[src/trm_pkg.sv]
// Shared types, codes and helpers of the register machine.
package trm_pkg;

    localparam int WORD_W     = 16;
    localparam int PC_W       = 9;
    localparam int MSZ_W      = 7;
    localparam int SLOT_W     = 8;
    localparam int CFG_IDX_W  = 2;
    localparam int CFG_DATA_W = 9;

    typedef enum logic [1:0] {
        OP_LOAD  = 2'd0,
        OP_WRITE = 2'd1,
        OP_RUN   = 2'd2,
        OP_READ  = 2'd3
    } t_op;

    localparam logic [CFG_IDX_W-1:0] CFG_PROG_LEN = 2'd0;
    localparam logic [CFG_IDX_W-1:0] CFG_MEM_SIZE = 2'd1;

    typedef enum logic [2:0] {
        OPC_MOVE = 3'd0,
        OPC_MOVI = 3'd1,
        OPC_ADD  = 3'd2,
        OPC_SUBI = 3'd3,
        OPC_JZ   = 3'd4,
        OPC_JMP  = 3'd5,
        OPC_RET  = 3'd6
    } t_opc;

    typedef enum logic [1:0] {
        DIV_IA  = 2'd0,
        DIV_IB  = 2'd1,
        DIV_JT  = 2'd2
    } t_div_sel;

    typedef struct packed {
        logic     accept;
        logic     prog_wr;
        logic     data_wr;
        logic     rd_issue;
        logic     rd_latch;
        logic     fetch;
        logic     instr_latch;
        logic     div_start;
        t_div_sel div_sel;
        logic     div_store;
        logic     rd_b;
        logic     rd_a;
        logic     exec;
        logic     out_load;
    } t_cmd;

    typedef struct packed {
        t_op  op;
        logic run_stop;
        logic div_done;
    } t_status;

    // 8 is 1 modulo 7, so fold three-bit groups
    function automatic logic [2:0] mod7(input logic [WORD_W-1:0] v);
        logic [5:0] s;
        logic [3:0] f;
        s = 6'(v[2:0]) + 6'(v[5:3]) + 6'(v[8:6]) + 6'(v[11:9]) + 6'(v[14:12])
            + 6'(v[15]);
        f = 4'(s[5:3]) + 4'(s[2:0]);
        if (f >= 4'd7) begin
            f = f - 4'd7;
        end
        return f[2:0];
    endfunction

endpackage

[src/trm_ctrl.sv]
// Controller: sequences item handling and instruction steps.
module trm_ctrl (
    input  logic              i_clk,
    input  logic              i_rst_n,
    input  logic              i_in_valid,
    output logic              o_in_ready,
    output logic              o_out_valid,
    input  logic              i_out_ready,
    output trm_pkg::t_cmd     o_cmd,
    input  trm_pkg::t_status  i_status
);
    typedef enum logic [3:0] {
        S_IDLE,
        S_DISPATCH,
        S_READ,
        S_CHECK,
        S_FETCH,
        S_DIVGO,
        S_DIVWAIT,
        S_RDB,
        S_RDA,
        S_EXEC,
        S_DONE
    } t_state;

    t_state            r_state;
    logic              r_out_valid;
    trm_pkg::t_div_sel r_sel;
    logic              out_free;

    assign out_free = !r_out_valid || i_out_ready;

    always_comb begin
        o_cmd         = '0;
        o_cmd.div_sel = r_sel;
        case (r_state)
            S_IDLE:     o_cmd.accept = i_in_valid;
            S_DISPATCH: begin
                case (i_status.op)
                    trm_pkg::OP_LOAD:  o_cmd.prog_wr  = 1'b1;
                    trm_pkg::OP_WRITE: o_cmd.data_wr  = 1'b1;
                    trm_pkg::OP_READ:  o_cmd.rd_issue = 1'b1;
                    default: ;
                endcase
            end
            S_READ:     o_cmd.rd_latch    = 1'b1;
            S_CHECK:    o_cmd.fetch       = !i_status.run_stop;
            S_FETCH:    o_cmd.instr_latch = 1'b1;
            S_DIVGO:    o_cmd.div_start   = 1'b1;
            S_DIVWAIT:  o_cmd.div_store   = 1'b1;
            S_RDB:      o_cmd.rd_b        = 1'b1;
            S_RDA:      o_cmd.rd_a        = 1'b1;
            S_EXEC:     o_cmd.exec        = 1'b1;
            S_DONE:     o_cmd.out_load    = out_free;
            default: ;
        endcase
    end

    always_ff @(posedge i_clk) begin
        if (!i_rst_n) begin
            r_state     <= S_IDLE;
            r_out_valid <= 1'b0;
            r_sel       <= trm_pkg::DIV_IA;
        end else begin
            if (r_out_valid && i_out_ready) begin
                r_out_valid <= 1'b0;
            end
            case (r_state)
                S_IDLE: begin
                    if (i_in_valid) begin
                        r_state <= S_DISPATCH;
                    end
                end
                S_DISPATCH: begin
                    case (i_status.op)
                        trm_pkg::OP_READ: r_state <= S_READ;
                        trm_pkg::OP_RUN:  r_state <= S_CHECK;
                        default:          r_state <= S_DONE;
                    endcase
                end
                S_READ:  r_state <= S_DONE;
                S_CHECK: begin
                    r_state <= i_status.run_stop ? S_DONE : S_FETCH;
                end
                S_FETCH: begin
                    r_sel   <= trm_pkg::DIV_IA;
                    r_state <= S_DIVGO;
                end
                S_DIVGO: r_state <= S_DIVWAIT;
                S_DIVWAIT: begin
                    if (i_status.div_done) begin
                        if (r_sel == trm_pkg::DIV_JT) begin
                            r_state <= S_RDB;
                        end else begin
                            r_sel   <= trm_pkg::t_div_sel'(r_sel + 2'd1);
                            r_state <= S_DIVGO;
                        end
                    end
                end
                S_RDB:  r_state <= S_RDA;
                S_RDA:  r_state <= S_EXEC;
                S_EXEC: r_state <= S_CHECK;
                S_DONE: begin
                    if (out_free) begin
                        r_out_valid <= 1'b1;
                        r_state     <= S_IDLE;
                    end
                end
                default: r_state <= S_IDLE;
            endcase
        end
    end

    assign o_in_ready  = (r_state == S_IDLE);
    assign o_out_valid = r_out_valid;
endmodule

[config.mk]
export PLATFORM = sky130hd
export DESIGN_NAME = trm_ctrl
export DESIGN_NICKNAME = d
export VERILOG_FILES = /design/src/trm_pkg.sv /design/src/trm_ctrl.sv
export SDC_FILE = /design/constraint.sdc
export NUM_CORES = 1
export LEC_CHECK = 0
export CORE_AREA = 2 2 39 41
export DETAILED_ROUTE_END_ITERATION = 8
export DIE_AREA = 0 0 41 43
export DONT_BUFFER_PORTS = 1
export GPL_ROUTABILITY_DRIVEN = 1
export PLACE_DENSITY_LB_ADDON = 0.2
export SETUP_SLACK_MARGIN = 0.05
export SLEW_MARGIN = 15
export SYNTH_ARGS = -nofsm -noshare
export SYNTH_HDL_FRONTEND = slang
export SYNTH_SLANG_ARGS = --single-unit
[constraint.sdc]
create_clock -name i_clk -period 1.7 [get_ports i_clk]
set_clock_uncertainty 0.2 [all_clocks]
set_input_delay 0.34 -clock i_clk [delete_from_list [all_inputs] [get_ports i_clk]]
set_output_delay 0.34 -clock i_clk [all_outputs]
set_load 0.03 [all_outputs]
Word-level counts from Yosys, hierarchy flattened. Index checks and enable logic that the tools add are counted.

ROM bits: 0. Register bits after elaboration: 7. Memory bits (writable): 0. Output and inout port bits: 17. Input bits: 8. Bits in latches: 0. Memories: 0.

Divide/modulo/power cells: 0. $add $sub $neg: 1. Mux-type cells: 27. Reduce and logical (&&, ||, !) cells: 9. Bitwise logic cells: 0. Shift operators: 0. $lt $le $gt $ge: 0. $mul: 0. Equality and inequality tests: 18.

Operators by type and width (count): one-hot mux 4 bit (11 select lines) (1); == test 4 x 3 -> 1 bit, second input constant (4); two-way mux 1 bit (16); two-way mux 4 bit (4); == test 4 bit, second input constant (3); == test 4 x 2 -> 1 bit, second input constant (2); != test 2 bit, second input constant (4); one-hot mux 4 bit (2 select lines) (1); == test 2 bit, second input constant (3); two-way mux 2 bit (3); AND reduction 3 bit (2); == test 4 x 1 -> 1 bit, second input constant (1); logical NOT 4 bit (1); one-hot mux 2 bit (2 select lines) (1); two-way mux 3 bit (1); adder 2 x 1 -> 2 bit, second input constant (1); == test 2 x 1 -> 1 bit, second input constant (1); logical NOT 1 bit (2); logical NOT 2 bit (1); nonzero test 2 bit (1); logical AND 1 bit (1); logical OR 1 bit (1).

Depth between registers and ports, before layout. Gate-level depths: netlist of run 1.

Word-level depth: 4. Gate-level depth with buffers: 6. Mapped depth without buffers: 6.

Worst setup path before layout of run 1. Ideal clock, no wire load.

Path type: register to output. From: register r_state[1]. To: output port o_cmd[9] (netlist name). Buffers on the path: 1. Path slack: -0.401 ns. Required time: 1.160 ns. Stages on the path, launching flop included: 4. Arrival time: 1.561 ns. Cells stage by stage: dfxtp_1 -> buf_2 -> nand2_1 -> nor4_1.

RTL lines: start, declared (line trm_ctrl.sv:26) `t_state r_state;`; start signal, assigned (line trm_ctrl.sv:83) `r_state <= i_status.run_stop ? S_DONE : S_FETCH;`; end, declared (line trm_ctrl.sv:9) `output trm_pkg::t_cmd o_cmd,`.

==> results of run 1 <==
-- final timing paths --
path,startpoint,endpoint,slack [ns],cells after the start
setup / recovery,r_state[3],o_cmd[14],-0.18,3
hold / removal,i_rst_n,o_out_valid,0.01,1
setup reg to reg,r_state[3],r_sel[0],0.07,6
hold reg to reg,r_state[0],r_state[0],0.45,2
-- state kept, by name, summed over array words and instances, names as in the netlist --
register / flops
r_sel: 2
o_out_valid: 1
r_state: 4
-- cell families (layout without fill, tap and decap cells) --
group	count (synthesis)	count (layout)	synth area share
buffers and inverters	11	38	0.109
flip-flops	7	7	0.255
multiplexers	3	3	0.0569
AND/OR/NAND/NOR	41	41	0.390
adder cells (fa/ha/maj)	1	1	0.0228
AO/OA/AOI/OAI	13	13	0.166
-- metal layers --
| metal | global-route usage | vias to the layer above | part of all wire |
|---|---|---|---|
| li1 | - | 318 | - |
| met1 | 0.254 | 299 | 0.41 |
| met2 | 0.294 | 21 | 0.51 |
| met3 | 0.0576 | 4 | 0.068 |
| met4 | 0.0800 | 0 | 0.013 |
| met5 | 0 | - | 0 |
-- layout make-up --
type                            count  area [µm²]  area share
Inverter                            5        18.8      0.0199
Timing Repair Buffer               29         258       0.274
Multi-Input combinational cell     58         467       0.496
Clock buffer                        4        26.3      0.0279
Tap cell                           16        20.0      0.0213
Sequential cell                     7         151       0.161
-- cells in the final DEF (no fill, tap or decap), types with 2 or more instances in the layout --
| cell type | netlist | layout |
|---|---|---|
| nor3_2 | 0 | 4 |
| o21ai_0 | 4 | 4 |
| mux2i_1 | 2 | 2 |
| nand2_1 | 5 | 3 |
| nor3_1 | 9 | 4 |
| nand2b_1 | 4 | 2 |
| a21oi_1 | 3 | 3 |
| clkbuf_4 | 0 | 3 |
| dfxtp_1 | 7 | 2 |
| nor2_1 | 12 | 6 |
| buf_4 | 0 | 18 |
| dfxtp_2 | 0 | 3 |
| nor2b_1 | 4 | 4 |
| nand2b_4 | 1 | 3 |
| dfxtp_4 | 0 | 2 |
| nor2_4 | 0 | 6 |
| buf_6 | 2 | 10 |
| inv_1 | 5 | 4 |
| nand2_2 | 0 | 2 |
-- critical path, delay by kind of cell, from the launching register on --
kind | cells | cell delay (ns)
simple gates | 2 | 0.72
flops | 1 | 0.31
buf+inv | 1 | 0.07
-- metrics by stage --
step / area, µm² / util / hold slack, ns / power [mW] / setup slack (ns)
after floorplan: 602 / - / 0.258 / 0.783 / -0.147
after global placement: 753 / 0.544 / 0.266 / 0.997 / 0.0334
after detailed placement: 753 / 0.544 / 0.266 / 1.00 / 0.0267
after CTS: 817 / 0.590 / 0.00801 / 1.23 / -0.175
after global routing: 941 / 0.680 / 0.00200 / 1.46 / -0.234
final: 941 / 0.680 / 0.0136 / 1.36 / -0.182
-- report_power, final --
part	total, mW	internal [mW]	leakage (nW)	switching, mW
Combinational	0.966	0.424	0.298	0.541
Sequential	0.252	0.211	0.0597	0.0412
Clock	0.147	0.0893	0.0150	0.0575
-- timing repair --
| item | 4_1_cts | 5_1_grt |
|---|---|---|
| gates cloned | 0 | 0 |
| hold buffers | 0 | 1 |
| pin swaps | 3 | 8 |
| setup endpoints to repair | 14 | 17 |
| buffers inserted | 0 | 5 |
| resized for setup | 11 | 20 |
| endpoints found under the hold margin | 0 | 1 |
==> metrics.csv, run 1 <==
stage,metric,value,unit
run_status,outcome,finished with violations,
run_status,failing checks,setup timing,
drt,initial detailed-routing violation count,5,
cells_and_area,share of cells above drive strength 1,0.563,
global_routing,vias in the first global route,571,
clocking,root buffer selected by CTS,clkbuf_4,
die,# IOs,25,
critical_path,"Max FO, Critical Path",2,
logic_synthesis,"Cell Area, Synth",549,µm²
timing,final worst path period need,1.88,ns
timing,Rel. slew slack,0.801,
global_routing,pin count of the biggest net entering global routing,10,
critical_path,Critical Path Start Type,register,
logic_synthesis,synthesis warning total,0,
global_routing,global-route wire length before repair,2400,µm
logic_synthesis,Mapped Cells,76,
placement,detailed placer's ending HPWL,1070,µm
drt,first-pass iteration count of the detailed router,4,
logic_synthesis,sequential cell area fraction in the yosys report,0.255,
logic_synthesis,library cells used by synthesis,27,
die,Die Y,43,µm
critical_path,Crit-path slowest cell,or4_4,
logic_synthesis,biggest area consumer among synthesized cells,dfxtp_1,
timing,setup slack of the critical path after layout,-0.182,ns
clocking,Max clock buf depth,2,
timing,portion of the clock cycle consumed by the worst path in the final layout,1.11,
timing,total negative slack for setup checks,-1.15,ns
logic_synthesis,Post-synth top cells,"nor2_1, nor3_1, dfxtp_1",
placement,Placed Instances,109,
drt,routed length per placed instance,13.6,µm
logic_synthesis,area share of the largest cell type after synthesis,0.255,
logic_synthesis,Mean Syn Cell Area,7.23,µm²
die,DIE AREA,0.00176,mm²
clocking,clock buffer count from CTS,3,
placement,final weighted congestion of routability-driven global placement,0.769,
cells_and_area,final cell count without fillers,119,
drt,DRC errors left,0,
critical_path,worst endpoint required time,1.16,ns
clocking,H-tree depth reported by CTS,1,
drt,via density per instance,5.39,
timing,setup repair after global routing missed its margin,true,
timing,Final setup viols,14,
placement,Port Buf Inserts,0,
cells_and_area,fin nets,113,
clocking,later-pin clock latency in the skew report,0.24,ns
die,Initial Util,0.397,
critical_path,Crit. End Element,primary output,
logic_synthesis,fraction of registers with async set or reset after synthesis,0,
logic_synthesis,dominant register cell in the synthesized netlist,dfxtp_1,
cells_and_area,number of diodes,0,
pwr,power per unit of standard cell area,1450,mW/mm²
drt,post-detailed-routing wire length,1620,µm
critical_path,data arrival at the endpoint of the critical path,1.34,ns
job,Max-Cap Viols,0,
cells_and_area,fill cell instance count of the final layout,117,
global_routing,antenna violations before repair,0,
die,Chip Width,41,µm
min_path,worst min path class,input pin to register,
pwr,worst ir drop on vdd,863,µV
timing,Final Max Slew Viols,0,
clocking,clock tree from TritonCTS,built,
die,Cell Rows,14,
logic_synthesis,count of state elements after synthesis,7,
pwr,Leak,0.372,nW
critical_path,cell-by-cell trace of the critical path,or4_4 > inv_2 > and2_4,
drt,total via count after detailed routing,642,
drt,Routed Antenna Nets,0,
clocking,clk sink count,7,
clocking,Worst-path clk slew,0.05,ns
logic_synthesis,Syn Nets,85,
critical_path,startpoint-to-endpoint class of the critical path,register to primary output,
timing,slew at the pin with the worst max-slew slack,0.298,ns
global_routing,overall fraction of global-route tracks in use,0.197,
global_routing,total gr overflow,0,
logic_synthesis,number of enable flip-flop cells after synthesis,0,
timing,count of final hold-check violations,0,
cells_and_area,area grow syn2layout,71.3,%
logic_synthesis,leading cell types by total area after synthesis,"dfxtp_1, nor3_1, nor2_1",
die,core outline area,0.00138,mm²
logic_synthesis,most common cell in the netlist,nor2_1,
timing,Fmax achieved,531,MHz
critical_path,largest incremental delay on the critical path,0.53,ns
Power figures use the tool's default switching activity.
==> inputs of run 2 (changes only) <==
--- a/config.mk
+++ b/config.mk
@@ -6,6 +6,7 @@
 export NUM_CORES = 1
 export LEC_CHECK = 0
 export CORE_AREA = 2 2 39 41
+export CTS_BUF_LIST = sky130_fd_sc_hd__clkbuf_2 sky130_fd_sc_hd__clkbuf_4 sky130_fd_sc_hd__clkbuf_8
 export DETAILED_ROUTE_END_ITERATION = 8
 export DIE_AREA = 0 0 41 43
 export DONT_BUFFER_PORTS = 1
==> metrics.csv, run 2 (same netlist as run 1, synthesis figures left out) <==
stage,metric,value,unit,change
run_status,outcome,finished with violations,,unchanged
run_status,failing checks,setup timing,,unchanged
clocking,H-tree depth reported by CTS,1,,unchanged
die,Die Y,43,µm,unchanged
pwr,switch share,0.465,,was 0.469
critical_path,worst endpoint required time,1.16,ns,about the same
timing,Rel. slew slack,0.754,,was 0.801
drt,total via count after detailed routing,657,,was 642
cells_and_area,max FFs per register,4,,unchanged
clocking,later-pin clock latency in the skew report,0.24,ns,about the same
critical_path,setup slack on the worst flop-to-flop path,0.06,ns,was 0.07 ns
critical_path,Crit. End Element,primary output,,unchanged
job,Max-Cap Viols,0,,unchanged
drt,initial detailed-routing violation count,20,,was 5
drt,DRC errors left,0,,unchanged
clocking,root buffer selected by CTS,clkbuf_4,,unchanged
timing,slew at the pin with the worst max-slew slack,0.368,ns,was 0.298 ns
pwr,Seq pwr share,0.174,,was 0.185
critical_path,"Max FO, Critical Path",2,,unchanged
min_path,worst hold path stage count,1,,unchanged
critical_path,data arrival at the endpoint of the critical path,1.35,ns,was 1.34 ns
global_routing,global-route wire length before repair,2460,µm,was 2400 µm
cells_and_area,fill cell instance count of the final layout,106,,was 117
clocking,clk sink count,7,,unchanged
cells_and_area,most common library cell in the layout ignoring fill and taps,buf_4,,unchanged
global_routing,antenna violations before repair,0,,unchanged
cells_and_area,fin nets,115,,was 113
timing,Final setup viols,13,,was 14
cells_and_area,final cell count without fillers,121,,was 119
min_path,critical hold path startpoint,i_rst_n,,unchanged
global_routing,vias in the first global route,582,,was 571
pwr,Leak,0.391,nW,was 0.372 nW
timing,portion of the clock cycle consumed by the worst path in the final layout,1.11,,about the same
timing,setup slack of the critical path after layout,-0.188,ns,was -0.182 ns
drt,routed length per placed instance,14.6,µm,was 13.6 µm
placement,Placed Instances,109,,unchanged
clocking,Max clock buf depth,2,,unchanged
die,Initial Util,0.397,,unchanged
clocking,clock tree from TritonCTS,built,,unchanged
pwr,Cell Int Power,0.793,mW,was 0.725 mW
drt,post-detailed-routing wire length,1770,µm,was 1620 µm
cells_and_area,"top library cells by usage in the layout, fill and taps aside","buf_4, buf_6, nor2_4",,"was buf_4, buf_6, nor2_4, nor2_1"
global_routing,overall fraction of global-route tracks in use,0.201,,was 0.197
pwr,combinational fraction of design power,0.715,,was 0.708
clocking,total of hold buffers inserted after clock tree synthesis,0,,unchanged
critical_path,startpoint-to-endpoint class of the critical path,register to primary output,,unchanged
die,Cell Rows,14,,unchanged
pwr,relative contribution of the clock network to total power,0.111,,was 0.108
placement,Port Buf Inserts,0,,unchanged
critical_path,depth of the worst register-to-register path,7,,was 6
timing,total negative slack for setup checks,-1.28,ns,was -1.15 ns
pwr,switching power,0.688,mW,was 0.640 mW
cells_and_area,register bank with the most flops,r_state,,unchanged
critical_path,r2r startpoint,r_state[2],,was r_state[3]
timing,count of final hold-check violations,0,,unchanged
pwr,power per unit of standard cell area,1500,mW/mm²,was 1450 mW/mm²
die,DIE AREA,0.00176,mm²,unchanged
cells_and_area,area grow syn2layout,80.0,%,was 71.3%
global_routing,total gr overflow,0,,unchanged
placement,detailed placer's ending HPWL,1070,µm,unchanged
cells_and_area,share of cells above drive strength 1,0.610,,was 0.563
timing,Fmax achieved,530,MHz,was 531 MHz
placement,final weighted congestion of routability-driven global placement,0.769,,unchanged
clocking,clock buffer count from CTS,3,,unchanged
pwr,worst ir drop on vdd,925,µV,was 863 µV
drt,Routed Antenna Nets,0,,unchanged
timing,setup repair after global routing missed its margin,true,,unchanged
cells_and_area,number of diodes,0,,unchanged
timing,Final Max Slew Viols,0,,unchanged
critical_path,Critical Path Start Type,register,,unchanged
drt,via density per instance,5.43,,was 5.39
drt,first-pass iteration count of the detailed router,4,,unchanged
global_routing,pin count of the biggest net entering global routing,10,,unchanged
min_path,terminating pin of the worst hold path,o_out_valid,,unchanged
die,Chip Width,41,µm,unchanged
timing,final worst path period need,1.89,ns,was 1.88 ns
min_path,worst min path class,input pin to register,,unchanged
clocking,Worst-path clk slew,0.05,ns,about the same
die,# IOs,25,,unchanged
die,core outline area,0.00138,mm²,unchanged
critical_path,reg-to-reg critical path endpoint,r_sel[0],,unchanged
[run 2: final cells by class]
| cell class | count | area [µm²] | share of cell area |
|---|---|---|---|
| Multi-Input combinational cell | 58 | 485 | 0.491 |
| Tap cell | 16 | 20.0 | 0.0203 |
| Sequential cell | 7 | 153 | 0.154 |
| Inverter | 5 | 18.8 | 0.0190 |
| Clock buffer | 4 | 30.0 | 0.0304 |
| Timing Repair Buffer | 31 | 282 | 0.285 |
[run 2: power groups by stage]
stage	combinational (mW)	clock, mW	sequential, mW
after floorplan	0.553	0	0.230
after global placement	0.764	0	0.233
after detailed placement	0.763	0	0.237
after CTS	0.898	0.168	0.248
after global routing	1.12	0.186	0.265
final	1.06	0.164	0.258
[run 2: what timing repair did]
item | in CTS | in global routing
pin swaps | 5 | 10
setup endpoints to repair | 14 | 17
gates cloned | 0 | 0
resized for setup | 17 | 22
setup buffers | 1 | 8
[run 2: per-layer routing]
layer,vias up,track usage,part of all wire
li1,318,-,-
met2,28,0.297,0.52
met3,4,0.0628,0.072
met5,-,0,0
met1,307,0.262,0.39
met4,0,0.0800,0.015
[run 2: worst max path at each step]
stage,start,to,depth (start not counted)
after floorplan,r_state[3],o_cmd[14],4
after global routing,r_state[2],o_cmd[14],3
after global placement,r_state[1],o_cmd[11],4
after detailed placement,r_state[1],o_cmd[11],4
final,r_state[2],o_cmd[14],3
after CTS,r_state[2],o_cmd[14],3
[run 2: worst max-delay path: stages (launching register included)]
cell and delay, ns:
dfxtp_2 0.32, or4_4 0.53, inv_2 0.07, and2_4 0.19
[run 2: stage by stage]
stage | util | cell area, µm² | hold slack, ns | worst slack (ns) | power [mW]
global route | 0.714 | 988 | 0.00185 | -0.235 | 1.57
finish | 0.714 | 988 | 0.0131 | -0.188 | 1.48
floorplan | - | 602 | 0.258 | -0.147 | 0.783
CTS | 0.618 | 856 | 0.00809 | -0.177 | 1.31
global placement | 0.544 | 753 | 0.266 | 0.0334 | 0.997
detailed placement | 0.544 | 753 | 0.266 | 0.0267 | 1.00
==> inputs of run 3 (changes only) <==
--- a/config.mk
+++ b/config.mk
@@ -11,6 +11,7 @@
 export DIE_AREA = 0 0 41 43
 export DONT_BUFFER_PORTS = 1
 export GPL_ROUTABILITY_DRIVEN = 1
+export HOLD_SLACK_MARGIN = 0.1
 export PLACE_DENSITY_LB_ADDON = 0.2
 export SETUP_SLACK_MARGIN = 0.05
 export SLEW_MARGIN = 15
==> metrics.csv, run 3 (same netlist as run 1, synthesis figures left out) <==
stage,metric,value,unit,change
timing,setup repair after global routing missed its margin,true,,unchanged
critical_path,Crit. End Element,primary output,,unchanged
die,# IOs,25,,unchanged
clocking,Max clock buf depth,2,,unchanged
min_path,worst hold path stage count,2,,was 1
global_routing,overall fraction of global-route tracks in use,0.202,,was 0.201
drt,first-pass iteration count of the detailed router,7,,was 4
clocking,clock buffer count from CTS,3,,unchanged
critical_path,reg-to-reg critical path endpoint,r_sel[0],,unchanged
placement,pre-CTS WS,0.0267,ns,unchanged
critical_path,startpoint-to-endpoint class of the critical path,register to primary output,,unchanged
drt,Routed Antenna Nets,0,,unchanged
drt,initial detailed-routing violation count,15,,was 20
critical_path,"Max FO, Critical Path",2,,unchanged
pwr,Seq pwr share,0.174,,about the same
pwr,worst ir drop on vdd,925,µV,about the same
pwr,power per unit of standard cell area,1490,mW/mm²,was 1500 mW/mm²
cells_and_area,most common library cell in the layout ignoring fill and taps,buf_4,,unchanged
cells_and_area,fill cell instance count of the final layout,102,,was 106
pwr,relative contribution of the clock network to total power,0.110,,was 0.111
critical_path,depth of the worst register-to-register path,7,,unchanged
die,Die Y,43,µm,unchanged
placement,detailed placer's ending HPWL,1070,µm,unchanged
critical_path,worst endpoint required time,1.16,ns,about the same
pwr,Cell Int Power,0.795,mW,was 0.793 mW
critical_path,r2r startpoint,r_state[2],,unchanged
clocking,clock tree from TritonCTS,built,,unchanged
cells_and_area,fin nets,116,,was 115
pwr,combinational fraction of design power,0.715,,about the same
pwr,switching power,0.689,mW,was 0.688 mW
timing,count of final hold-check violations,0,,unchanged
drt,DRC errors left,0,,unchanged
pwr,switch share,0.464,,was 0.465
timing,setup slack of the critical path after layout,-0.189,ns,was -0.188 ns
min_path,critical hold path startpoint,i_in_valid,,was i_rst_n
timing,Final Max Slew Viols,0,,unchanged
cells_and_area,"top library cells by usage in the layout, fill and taps aside","buf_4, buf_6, nor2_4",,unchanged
die,Cell Rows,14,,unchanged
clocking,H-tree depth reported by CTS,1,,unchanged
clocking,clk sink count,7,,unchanged
clocking,later-pin clock latency in the skew report,0.24,ns,about the same
timing,total negative slack for setup checks,-1.31,ns,was -1.28 ns
cells_and_area,number of diodes,0,,unchanged
clocking,Worst-path clk slew,0.05,ns,about the same
pwr,Leak,0.395,nW,was 0.391 nW
cells_and_area,register bank with the most flops,r_state,,unchanged
placement,Port Buf Inserts,0,,unchanged
cells_and_area,area grow syn2layout,81.8,%,was 80.0%
global_routing,global-route wire length before repair,2480,µm,was 2460 µm
global_routing,total gr overflow,0,,unchanged
timing,Rel. slew slack,0.753,,was 0.754
die,core outline area,0.00138,mm²,unchanged
critical_path,Critical Path Start Type,register,,unchanged
timing,Fmax achieved,529,MHz,was 530 MHz
cells_and_area,max FFs per register,4,,unchanged
job,Max-Cap Viols,0,,unchanged
run_status,outcome,finished with violations,,unchanged
global_routing,antenna violations before repair,0,,unchanged
die,DIE AREA,0.00176,mm²,unchanged
timing,slew at the pin with the worst max-slew slack,0.370,ns,was 0.368 ns
timing,final worst path period need,1.89,ns,about the same
global_routing,vias in the first global route,588,,was 582
pwr,overall power consumption,1.48,mW,about the same
cells_and_area,share of cells above drive strength 1,0.604,,was 0.610
drt,total via count after detailed routing,663,,was 657
clocking,root buffer selected by CTS,clkbuf_4,,unchanged
die,Initial Util,0.397,,unchanged
timing,Final setup viols,13,,unchanged
critical_path,setup slack on the worst flop-to-flop path,0.06,ns,about the same
drt,post-detailed-routing wire length,1800,µm,was 1770 µm
die,Chip Width,41,µm,unchanged
critical_path,data arrival at the endpoint of the critical path,1.35,ns,about the same
run_status,failing checks,setup timing,,unchanged
timing,portion of the clock cycle consumed by the worst path in the final layout,1.11,,about the same
min_path,terminating pin of the worst hold path,r_state[1],,was o_out_valid
global_routing,pin count of the biggest net entering global routing,10,,unchanged
min_path,worst min path class,input pin to register,,unchanged
placement,final weighted congestion of routability-driven global placement,0.769,,unchanged
drt,routed length per placed instance,14.8,µm,was 14.6 µm
drt,via density per instance,5.43,,about the same
run 3: cell types whose count changed in the layout (fill, tap and decap cells not counted):
cell and change:
dlygate4sd3_1 +1
run 3: metal layers:
metal	routed length [µm]	part of all wire	global-route usage	vias to the layer above
met5	0	0	0	-
met4	28	0.016	0.0800	0
met3	164	0.091	0.0576	4
met2	925	0.51	0.303	36
met1	684	0.38	0.262	303
li1	-	-	-	320
run 3: per-stage QoR:
step / instance area, µm² / cells / hold WS [ns] / utilization
final: 998 / 122 / 0.151 / 0.722
after global routing: 998 / 122 / 0.182 / 0.722
after CTS: 866 / 115 / 0.142 / 0.626
after detailed placement: 753 / 109 / 0.266 / 0.544
after global placement: 753 / 109 / 0.266 / 0.544
after floorplan: 602 / 76 / 0.258 / -
run 3: cell type report:
type	count	area, µm²	area share
inverters	5	18.8	0.0188
repair buffers	32	292	0.292
multi-input cells	58	485	0.486
well taps	16	20.0	0.0201
clock buffers	4	30.0	0.0301
flip-flops and latches	7	153	0.153
run 3: what timing repair did:
item	CTS	global route
buffers inserted	1	8
gates resized for setup	17	22
hold buffers	1	0
endpoints found under the setup margin	14	17
pin swaps	5	10
hold endpoints to repair	7	0
cloned	0	0
run 3: worst max-delay path: stages, from the launching register on:
cell	delay, ns
dfxtp_2	0.32
or4_4	0.53
inv_2	0.07
and2_4	0.19
run 3: how the worst max path moves through the flow:
stage,startpoint,end,slack (ns),depth (start not counted)
3_5_place_dp,r_state[1],o_cmd[11],0.03,4
5_1_grt,r_state[2],o_cmd[14],-0.23,3
2_1_floorplan,r_state[3],o_cmd[14],-0.15,4
4_1_cts,r_state[2],o_cmd[14],-0.18,3
3_3_place_gp,r_state[1],o_cmd[11],0.03,4
6_report,r_state[2],o_cmd[14],-0.19,3
run 3: power groups by stage:
stage               Clock (mW)  Sequential [mW]  Combinational (mW)
floorplan                    0            0.230               0.553
global placement             0            0.233               0.764
detailed placement           0            0.237               0.763
CTS                      0.168            0.248               0.901
global route             0.186            0.265                1.13
finish                   0.164            0.258                1.06
